[src/rtl/fasc_pkg.sv]
`default_nettype none
package fasc_pkg;

  localparam int HEADER_BYTES_DEF = 16;
  localparam int MAX_SEGMENTS_DEF = 64;
  localparam int POOL_MAX_BYTES   = 65536;
  localparam int POOL_MIN_BYTES   = 32;
  localparam int SPLIT_SLACK      = 8;

  localparam logic [1:0] OP_ALLOC   = 2'd0;
  localparam logic [1:0] OP_FREE    = 2'd1;
  localparam logic [1:0] OP_REALLOC = 2'd2;
  localparam logic [1:0] OP_INIT    = 2'd3;

  localparam logic [2:0] ST_OK      = 3'd0;
  localparam logic [2:0] ST_NOSPACE = 3'd1;
  localparam logic [2:0] ST_ZERO    = 3'd2;
  localparam logic [2:0] ST_BADADDR = 3'd3;
  localparam logic [2:0] ST_NOINIT  = 3'd4;

  localparam logic REG_POOL_BYTES = 1'b0;
  localparam logic REG_FIT_POLICY = 1'b1;

  typedef struct packed {
    logic [15:0] start;
    logic [16:0] size;
    logic        free;
  } entry_t;

  typedef enum logic [2:0] {
    CM_HOLD,
    CM_ROTATE,
    CM_INSERT,
    CM_DELETE,
    CM_UPDATE
  } cell_mode_t;

  typedef struct packed {
    cell_mode_t mode;
    entry_t     data;
  } cell_cmd_t;

  typedef enum logic [3:0] {
    S_IDLE,
    S_INIT,
    S_SCAN,
    S_DECIDE,
    S_SPLIT,
    S_SPLIT_UPD,
    S_FREE,
    S_ABS_UPD,
    S_ABS_DEL,
    S_MSCAN,
    S_MCHK,
    S_MUPD,
    S_MDEL,
    S_SSCAN,
    S_DONE
  } state_t;

endpackage
`default_nettype wire

[src/rtl/fasc_cell.sv]
`default_nettype none
module fasc_cell import fasc_pkg::*; #(
  parameter int IW  = 6,
  parameter int IDX = 0
) (
  input  wire logic       clk,
  input  wire cell_cmd_t  cmd,
  input  wire logic [IW-1:0] pos,
  input  wire entry_t     left,
  input  wire entry_t     right,
  output entry_t          ent
);

  localparam logic [IW-1:0] ME = IW'(IDX);

  always_ff @(posedge clk) begin
    case (cmd.mode)
      CM_ROTATE: begin
        ent <= right;
      end
      CM_INSERT: begin
        if (ME > pos) begin
          ent <= left;
        end else if (ME == pos) begin
          ent <= cmd.data;
        end
      end
      CM_DELETE: begin
        if (ME >= pos) begin
          ent <= right;
        end
      end
      CM_UPDATE: begin
        if (ME == pos) begin
          ent <= cmd.data;
        end
      end
      default: begin
        ent <= ent;
      end
    endcase
  end

endmodule
`default_nettype wire

[config.mk]
export PLATFORM = sky130hd
export DESIGN_NAME = fasc_cell
export DESIGN_NICKNAME = d
export VERILOG_FILES = /design/src/rtl/fasc_pkg.sv /design/src/rtl/fasc_cell.sv
export SDC_FILE = /design/constraint.sdc
export NUM_CORES = 1
export LEC_CHECK = 0
export ABC_CLOCK_PERIOD_IN_PS = 3400
export BUFFER_PORTS_ARGS = -buffer_cell sky130_fd_sc_hd__buf_2
export CAP_MARGIN = 15
export CORE_MARGIN = 2
export CORE_UTILIZATION = 37
export CTS_CLUSTER_DIAMETER = 40
export CTS_CLUSTER_SIZE = 30
export DETAILED_ROUTE_END_ITERATION = 7
export HOLD_SLACK_MARGIN = 0.12
export PLACE_DENSITY = 0.73
export SLEW_MARGIN = 0
export SYNTH_ARGS = -nofsm -noshare
export SYNTH_HDL_FRONTEND = slang
export SYNTH_SLANG_ARGS = --single-unit
export TNS_END_PERCENT = 50
[constraint.sdc]
create_clock -name clk -period 3.4 [get_ports clk]
set_clock_uncertainty 0.15 [all_clocks]
set_input_delay 0.17 -clock clk [delete_from_list [all_inputs] [get_ports clk]]
set_output_delay 0.17 -clock clk [all_outputs]
set_load 0.02 [all_outputs]
======== Word-level counts from Yosys, hierarchy flattened ========
Cells that the tools add are included.
storage, ports and cells
  flip-flop bits (word level) ............. 34
  input bits .............................. 112
  output and inout bits ................... 34
  logic and storage cells ................. 17
operators by class
  reduce and logical (&&, ||, !) cells .... 3
  $lt $le $gt $ge ......................... 2
  multiplexer cells ....................... 4
  equal/unequal tests ..................... 5
operators by type and width
  operator                                                       count
  one-hot mux 34 bit (4 select lines)                            1
  2-to-1 mux 34 bit                                              3
  equality test 3 x 2 -> 1 bit (second input constant)           2
  >= comparator 1 x 6 -> 1 bit (first input constant)            1
  greater-than comparator 1 x 6 -> 1 bit (first input constant)  1
  zero test 6 bit                                                1
  nonzero test 4 bit                                             1
  equality test 3 x 1 -> 1 bit (second input constant)           1
  equality test 3 bit (second input constant)                    1
  inequality test 2 bit (second input constant)                  1
  AND reduction 2 bit                                            1

======== Logic depth before layout (Yosys ltp) ========
Gate-level depths: netlist (run 1).
  depth in word-level cells ............... 4
  mapped depth ............................ 5
  depth with buffers taken out ............ 3

======== Least setup slack after synthesis (run 1) ========
No wires, ideal clock.
  path kind ............................... input -> register
  start ................................... in pos[0]
  end ..................................... reg ent[0] (netlist bit) (enable)
  buffers on the path ..................... 1
  data required time ...................... 2803 ps
  data arrival time ....................... 2640 ps
  stages on the path ...................... 4
  library setup time ...................... 447 ps
  path slack .............................. 163 ps
  path through ............................ nor4_4 -> buf_2 -> nand2_1 -> a31oi_1
on the way
  word-level cells in the longest chain between the ends .. 3
ends and longest elaborated chain
  item                             RTL line         text
  from (decl)                      fasc_cell.sv:8   input wire logic [IW-1:0] pos,
  >= comparator 1 x 6 -> 1 bit     fasc_cell.sv:29  if (ME >= pos) begin
  inequality test 2 bit (no line)  n/a
  AND reduction 2 bit (no line)    n/a
  to (signal assigned)             fasc_cell.sv:30  ent <= right;
  to (signal assigned)             fasc_cell.sv:35  ent <= cmd.data;
  to (signal assigned)             fasc_cell.sv:39  ent <= ent;
  to (decl)                        fasc_cell.sv:11  output entry_t ent
Every way passes these cells.
A chain may end at the register's enable or synchronous reset.

======== Worst setup path in the final report (run 1) ========
  start ................................... in cmd[35] (netlist bit)
  end ..................................... reg ent[12] (netlist bit), data pin
on the way
  word-level cells in the longest chain between the ends .. 2
  elaborated cells between the ends (all ways) .. 5
  classes of those cells .................. eq/ne (4); mux (1)
ends and longest elaborated chain
  item                                         RTL line         text
  from (decl)                                  fasc_cell.sv:7   input wire cell_cmd_t cmd,
  equality test 3 bit (tied with other cells)  fasc_cell.sv:17  case (cmd.mode)
  one-hot mux 34 bit (4 select lines) (*)      fasc_cell.sv:17
  to (signal assigned)                         fasc_cell.sv:19  ent <= right;
  to (signal assigned)                         fasc_cell.sv:23  ent <= left;
  to (signal assigned)                         fasc_cell.sv:25  ent <= cmd.data;
Mark *: on every way between the ends. The rest lies on a longest branch, timed or not.

==> results of run 1 <==
-- kinds of logic after synthesis --
group           count (synthesis)  share of synthesized area
xor+xnor                        1                   0.008032
simple gates                    8                    0.03089
buf+inv                        24                    0.07165
flops                          34                     0.5040
compound gates                104                     0.3854
-- synth_stat cells --
master,n
nand2_1,2
a311oi_1,34
a2bb2oi_1,34
nor4_4,1
nor2_2,1
or2_1,1
clkbuf_4,1
buf_8,3
a31oi_1,1
o21ai_1,33
o21ai_2,1
o21ai_0,1
nor2_1,1
buf_1,1
buf_2,8
or4_4,1
or3_1,1
clkbuf_1,10
edfxtp_1,34
buf_6,1
xnor2_2,1
-- area by class of cell --
cell class / count / area share
clock buffers: 5 / 0.02248
clock inverters: 3 / 0.01308
repair buffers: 151 / 0.3122
multi-input cells: 113 / 0.2902
well taps: 70 / 0.02861
flip-flops and latches: 34 / 0.3335
-- per-layer routing --
layer | share of wire | track usage | vias up
met5 | 0 | 0 | -
met4 | 0.017 | 0.07368 | 0
met3 | 0.073 | 0.05000 | 14
met2 | 0.52 | 0.3733 | 106
met1 | 0.39 | 0.2359 | 1007
li1 | - | - | 1006
-- worst max-delay path: stages --
cell and delay, ns:
buf_2 0.15, xnor2_4 0.83, nor2_2 0.37, buf_4 0.33, a2bb2oi_1 0.14, dlygate4sd3_1 0.56
-- path summary, 6_finish.rpt --
path | start | slack (ns) | to | cells past startpoint
max | cmd[35] | 0.73 | ent[12]$_DFFE_PP_ | 6
min reg2reg | ent[10]$_DFFE_PP_ | 0.50 | ent[10]$_DFFE_PP_ | 2
min | cmd[3] | 0.13 | ent[3]$_DFFE_PP_ | 3
max reg2reg | ent[6]$_DFFE_PP_ | 1.88 | ent[6]$_DFFE_PP_ | 3
-- power by group --
group          total, mW  switching [mW]  internal, mW  leakage (nW)
sequential         0.533          0.0184         0.514         0.324
clock              0.366           0.150         0.216        0.0579
combinational      0.332           0.180         0.152         0.817
total               1.23           0.349         0.882          1.20
==> results.md, run 1 <==
- Filler cells: 464
- Ratio of cells with drive above 1 in the final layout: 0.4281
- TritonCTS Sinks: 34
- Most flop-heavy register: ent
- DRT Pass-1 Iters: 5
- First-pass GRT wire length: 9984 um
- Slew Limit Fails: 0
- CTS H-tree depth: 2
- Hold Path Class: in -> reg
- Largest register FFs: 34
- Avg Inst Size Synth: 11.85 um2
- Die height: 77.99 um
- Num CTS Buffers: 5
- Final WS setup: 0.7287 ns
- Fin cells: 376
- Tcrit/Tclk final: 0.7857
- Die area: 6082 um2
- Routed len/inst: 17.47 um
- Ports: 146
- Post-CTS Resized: 0
- YS warnings: 0
- Die X: 77.99 um
- Post-Syn Nets: 283
- Clock slew at reported path FFs: 0.08 ns
- Cell area after layout: 3062 um2
- Nature of the critical path endpoint: flip-flop
- TritonCTS clock tree: yes
- Top flop regs: ent (34)
- Area of the multi-input gates: 888.4 um2
- Final ANT Viol Nets: 0
- Hold Fails Final Rpt: 0
- DP Area: 2603 um2
- Row Count: 26
- Register bit count reported by yosys: 34
- Dominant cell type by area after synthesis: edfxtp_1
- Power, Total: 1.231 mW
- Starting Density: 0.3892
- Dpl cells: 333
- Detailed placement HPWL: 3802 um
- Tot GR Track Use: 0.2065
- Status: finished clean
- CP required: 3.29 ns
- Startpoint Class: input pin
- CTS max path bufs: 2
- Final setup viols: 0
- WL final: 6569 um
- Core Util, Final: 0.5882
- Layout area overhead: 51.14%
- Post-CTS Setup Repair Bufs: 0
- CP Class: in -> reg
- DR vias: 2133
- Core area: 5205 um2
- Worst vdd ir: 0.1892 mV
- Vias in the first global route: 2135
- Routability congestion estimate: 0.7811
- Commonest non-fill, non-tap cell in the layout: buf_2
- Hold-fix buffer count after cts: 35
- Hold_ws: 0.1255 ns
- Final #Nets: 417
- Grt ovf: 0
- Unrepaired setup endpoints after global routing: false
- Port bufs: 111
- WP data arrival: 2.56 ns
- Drc violations: 0
- Synth Cell Area: 2026 um2
- Pleak: 1.199 nW
- Antenna diodes: 0
- Slew HR: 0.3094
- Fmax: 374.3 MHz
- Cells after Synth: 171
- Area share of the largest cell type after synthesis: 0.5040
- Seq/Total Area, Yosys: 0.5040
- TNS Setup: 0 ns
- Fin crit period: 2.671 ns
- PwrDens: 402.0 nW/um2
- Post-synth cell types: 21
- Commonest cells after routing, fill and taps aside: buf_2, dlygate4sd3_1, a311oi_1, a2bb2oi_1, edfxtp_1
- Max Cap Viol: 0
- Initial antenna violation count: 0
- Largest cells by area after synthesis: edfxtp_1, a2bb2oi_1, a311oi_1
- Seq. cell area: 1021 um2
- Vias per cell: 5.673
- Iteration-0 DRC Markers: 127
- Clock root buffer: clkbuf_8
- Slew at the pin with the worst max-slew slack: 1.036 ns
- Post-Place Setup Slack: 0.9880 ns
- Clk_lat worst skew: 0.27 ns
- CP Max Fanout: 35
- Largest net degree at the start of global routing: 39
Power figures use the tool's default switching activity.
==> run 2: changes to the inputs <==
- ABC_AREA: default -> 1
- ABC_CLOCK_PERIOD_IN_PS: 3400 -> 2300
- CORE_UTILIZATION: 37 -> 39
- PLACE_DENSITY: 0.73 -> 0.74
- clock period: 3.4 -> 2.3 ns (I/O delays scaled with it)
==> run 2 against run 1 <==
Cell count is 48% higher. Utilization is 6.4 points higher. Via count is 22% higher. Register-to-register slack worse by 1.2 ns. Setup slack worse by 0.32 ns. Critical path type unchanged. Largest power group unchanged.
==> results.md, run 2 <==
- Status: finished clean
- Port bufs: 111
- TritonCTS Sinks: 34
- Avg Inst Size Synth: 7.442 um2
- Asr flop ratio synth: 0
- Row Count: 27
- Hold Fails Final Rpt: 0
- Iteration-0 DRC Markers: 128
- R2R Path End: ent[32]$_DFFE_PP_
- Post-Place Setup Slack: 0.6225 ns
- TNS Setup: 0 ns
- DR vias: 2593
- Commonest cells after routing, fill and taps aside: buf_2, nand2_1, inv_1
- Unrepaired setup endpoints after global routing: false
- Vias in the first global route: 2637
- Post-CTS Resized: 0
- Final setup viols: 0
- Pleak: 1.983 nW
- Clk_lat worst skew: 0.28 ns
- Most frequent cell after synthesis: nand2_1
- Power, Total: 1.746 mW
- Fin crit period: 1.893 ns
- Detailed placement HPWL: 4188 um
- Largest net degree at the start of global routing: 35
- Top flop regs: ent (34)
- Tot GR Track Use: 0.2212
- Clock slew at reported path FFs: 0.07 ns
- Synth Cell Area: 2285 um2
- Core area: 5574 um2
- Tcrit/Tclk final: 0.8232
- Number of flops mapped to enable cells by yosys: 34
- CTS max path bufs: 2
- Die X: 80.54 um
- Fmax: 528.1 MHz
- Grt ovf: 0
- Largest register FFs: 34
- Routed len/inst: 12.57 um
- Slew at the pin with the worst max-slew slack: 0.6081 ns
- Max Cap Viol: 0
- Commonest non-fill, non-tap cell in the layout: buf_2
- Slew HR: 0.5940
- Fin cells: 556
- Slew Limit Fails: 0
- Hold Path Class: in -> reg
- Nature of the critical path endpoint: flip-flop
- Antenna diodes: 0
- CTS H-tree depth: 2
- Die height: 80.54 um
- Commonest cells post-synth: nand2_1, inv_1, nand3_1
- Crit-path cells: buf_2 > nor2_4 > buf_4 > nand4_1 > nand3_1 > nand2_1 > dlygate4sd3_1
- Reg2reg path depth: 5
- Dpl cells: 480
- CP required: 2.18 ns
- PwrDens: 480.4 nW/um2
- Post-synth cell types: 15
- Startpoint Class: input pin
- Routability congestion estimate: 0.7758
- WL final: 6988 um
- Post-Syn Nets: 419
- Dominant cell type by area after synthesis: edfxtp_1
- First-pass GRT wire length: 11240 um
- Starting Density: 0.4099
- Final ANT Viol Nets: 0
- Critical-path top delay cell: dlygate4sd3_1
- Ports: 146
- CP Max Fanout: 19
- Die area: 6487 um2
- DRT Pass-1 Iters: 4
- CP endpoint: ent[12]$_DFFE_PP_
- Num CTS Buffers: 5
- Cells after Synth: 307
- TritonCTS clock tree: yes
- Largest cells by area after synthesis: edfxtp_1, nand2_1, inv_1
- Most used DFF post-synth: edfxtp_1
- Layout area overhead: 59.09%
- Worst reg-to-reg setup slack: 0.64 ns
- Vias per cell: 4.664
- Ratio of cells with drive above 1 in the final layout: 0.2769
- Most flop-heavy register: ent
- CP Launch Point: pos[2]
- WP data arrival: 1.77 ns
- Seq/Total Area, Yosys: 0.4469
- CP Class: in -> reg
- Reg2reg start: ent[32]$_DFFE_PP_
- Final #Nets: 595
- Worst vdd ir: 0.4056 mV
- Crit-path max cell delay: 0.54 ns
- Clock root buffer: clkbuf_8
- Drc violations: 0
- YS warnings: 0
- Initial antenna violation count: 0
- Register bit count reported by yosys: 34
- Final WS setup: 0.4066 ns
- Area share of the largest cell type after synthesis: 0.4469
-- run 2: cell types whose count changed in the layout (fill, tap and decap cells not counted), sizes merged, moves of 33 or more --
cell / change
nand3: +38
a311oi: -34
a2bb2oi: -34
inv: +73
nand2: +103
nand4: +34
o21ai: -35
dlygate4sd3: +33
-- run 2: area by class of cell --
class / instances / area, um2
fill: 498 / 1939
sequential: 34 / 1021
clock inverter: 3 / 11.26
tap: 72 / 90.09
inverter: 73 / 274.0
timing repair buffer: 187 / 1296
clock buffer: 5 / 68.82
multi-input combinational: 182 / 873.3
-- run 2: cell families (layout without fill, tap and decap cells) --
logic type             after synthesis  count (layout)  share of synthesized area
AO/OA/AOI/OAI                        1               1                   0.003287
buffers and inverters               91             268                     0.1709
flip-flops                          34              34                     0.4469
AND/OR/NAND/NOR                    181             181                     0.3790
-- run 2: metrics by stage --
stage | cell area (um2) | utilization | hold WS, ns
global route | 3635 | 0.6521 | 0.4462
detailed placement | 2874 | 0.5156 | 0.2386
CTS | 3635 | 0.6521 | 0.3915
finish | 3635 | 0.6521 | 0.3898
global placement | 2874 | 0.5156 | 0.2341
floorplan | 2285 | - | 0.1509
-- run 2: report_power, final --
part | total [mW] | internal (mW) | switching [mW] | leakage [nW]
Sequential | 0.787 | 0.760 | 0.0275 | 0.329
Clock | 0.410 | 0.202 | 0.208 | 0.0407
Combinational | 0.549 | 0.262 | 0.287 | 1.61
-- run 2: repair_timing --
action | in CTS | in global routing
hold buffers | 68 | 0
setup buffers | 0 | 0
endpoints found under the hold margin | 34 | 0
-- run 2: worst min path at each step --
| stage | slack [ns] | to | from | cells past startpoint |
|---|---|---|---|---|
| 3_5_place_dp | 0.24 | ent[18]$_DFFE_PP_ | right[18] | 3 |
| 2_1_floorplan | 0.15 | ent[0]$_DFFE_PP_ | right[0] | 2 |
| 3_3_place_gp | 0.23 | ent[2]$_DFFE_PP_ | right[2] | 3 |
| 4_1_cts | 0.39 | ent[0]$_DFFE_PP_ | cmd[36] | 5 |
| 5_1_grt | 0.45 | ent[17]$_DFFE_PP_ | cmd[36] | 5 |
| 6_report | 0.39 | ent[31]$_DFFE_PP_ | cmd[36] | 5 |
-- run 2: layer usage --
layer | part of all wire | GRT usage | wire (um)
met5 | 0 | 0 | 0
met2 | 0.55 | 0.4367 | 3819
met3 | 0.049 | 0.03483 | 340
met4 | 0.010 | 0.06780 | 70
met1 | 0.39 | 0.2367 | 2758
-- run 2: critical path: cells and delay by family --
family	cells	cell delay (ns)
buffers and inverters	3	0.98
and+or+nand+nor	4	0.66
==> run 3: changes to the inputs <==
- ABC_CLOCK_PERIOD_IN_PS: 2300 -> 1700
- clock period: 2.3 -> 1.7 ns (I/O delays scaled with it)
==> run 3 against run 2 <==
Global-route usage increased by 2.0 points. Critical path type unchanged. Die area unchanged. Combinational power rose by 29%. Clock power is 77% higher. Via count grew 2.9%. Sequential share of layout area decreased by 0.44 points. Cell count is 0.36% higher. Sequential power rose by 36%. Utilization increased by 1.0 points.
==> results.md, run 3 (synthesis gave the netlist of run 2 again) <==
- Status: finished clean
- Iteration-0 DRC Markers: 137
- Final ANT Viol Nets: 0
- WL final: 7599 um
- Fin crit period: 1.209 ns
- Routability congestion estimate: 0.7424
- Pleak: 1.994 nW
- Fmax: 826.8 MHz
- Clock root buffer: clkbuf_8
- Hold_ws: 0.2711 ns
- Crit-path cells: buf_2 > inv_2 > nand3_2 > nand2_4 > inv_2 > nand2_1 > nand2_1
- Vias per cell: 4.783
- Detailed placement HPWL: 4422 um
- Commonest non-fill, non-tap cell in the layout: buf_2
- Tcrit/Tclk final: 0.7114
- Slew at the pin with the worst max-slew slack: 0.5960 ns
- Port bufs: 111
- DR vias: 2669
- CTS max path bufs: 2
- CP Max Fanout: 34
- Commonest cells after routing, fill and taps aside: buf_2, nand2_1, inv_1
- Core area: 5574 um2
- TNS Setup: 0 ns
- Crit-path max cell delay: 0.29 ns
- Post-CTS Setup Repair Bufs: 0
- Fin cells: 558
- Clk_lat worst skew: 0.28 ns
- Vias in the first global route: 2644
- Unrepaired setup endpoints after global routing: false
- CP required: 1.59 ns
- Post-CTS Resized: 0
- WP data arrival: 1.10 ns
- Filler cells: 460
- Largest net degree at the start of global routing: 35
- CTS H-tree depth: 2
- Worst vdd ir: 0.4539 mV
- DP Area: 2905 um2
- CP Launch Point: cmd[35]
- Power, Total: 2.501 mW
- Cell area after layout: 3692 um2
- Core Util, Final: 0.6624
- Final setup viols: 0
- Slew HR: 0.6021
- Critical-path top delay cell: inv_2
- Row Count: 27
- Startpoint Class: input pin
- CP Class: in -> reg
- Layout area overhead: 61.61%
- First-pass GRT wire length: 11980 um
- Seq. cell area: 1021 um2
- DRT Pass-1 Iters: 4
- Largest register FFs: 34
- PwrDens: 677.5 nW/um2
- Ratio of cells with drive above 1 in the final layout: 0.2840
- TritonCTS clock tree: yes
- Post-Place Setup Slack: 0.1929 ns
- Reg2reg start: ent[23]$_DFFE_PP_
- Top flop regs: ent (34)
- Most flop-heavy register: ent
- Nature of the critical path endpoint: flip-flop
- Max Cap Viol: 0
- Initial antenna violation count: 0
- Clock slew at reported path FFs: 0.07 ns
- Ports: 146
- Antenna diodes: 0
- Num CTS Buffers: 5
- Routed len/inst: 13.62 um
- Starting Density: 0.4099
- TritonCTS Sinks: 34
- Slew Limit Fails: 0
- Hold Fails Final Rpt: 0
- Hold Path Class: in -> reg
- Tot GR Track Use: 0.2415
- Area of the multi-input gates: 873.3 um2
- Dpl cells: 482
- Grt ovf: 0
- Final #Nets: 597
- Drc violations: 0
- Die height: 80.54 um
- Die X: 80.54 um
- Hold-fix buffer count after cts: 68
- Die area: 6487 um2
- Final WS setup: 0.4906 ns
- Critical hold path startpoint: pos[0]
-- run 3: changes by cell type in the layout (fill, tap and decap cells not counted) --
cell        delta
clkinv_1       -3
buf_12         +1
clkbuf_1       +2
clkinvlp_4     +1
inv_1          -1
buf_4          +1
bufinv_16      +1
-- run 3: final timing paths --
path / endpoint / cells after the start / slack (ns)
worst max-delay path: ent[3]$_DFFE_PP_ / 7 / 0.49
worst min-delay path: ent[2]$_DFFE_PP_ / 6 / 0.27
worst max register to register: ent[23]$_DFFE_PP_ / 4 / 0.60
worst min register to register: ent[2]$_DFFE_PP_ / 4 / 0.51
-- run 3: report_power, final --
part	switching [mW]	leakage [nW]	internal (mW)
clock network	0.289	0.0524	0.439
logic	0.391	1.61	0.318
registers	0.0375	0.329	1.03
-- run 3: worst max-delay path, delay by kind of cell --
| family | cells | cell delay [ns] |
|---|---|---|
| buf+inv | 3 | 0.49 |
| simple gates | 4 | 0.53 |
-- run 3: metal layers --
| metal | track usage | vias up | wire length (um) | share of wire |
|---|---|---|---|---|
| met2 | 0.4433 | 115 | 4066 | 0.54 |
| met4 | 0.1051 | 0 | 221 | 0.029 |
| met1 | 0.2728 | 1200 | 2895 | 0.38 |
| met5 | 0 | - | 0 | 0 |
| met3 | 0.04045 | 24 | 416 | 0.055 |
| li1 | - | 1330 | - | - |
-- run 3: final cells by class --
type | count | area share
clock buffers | 7 | 0.02067
inverters | 73 | 0.07523
well taps | 72 | 0.02440
clock inverters | 1 | 0.008133
multi-input cells | 182 | 0.2365
repair buffers | 189 | 0.3585
flip-flops and latches | 34 | 0.2765
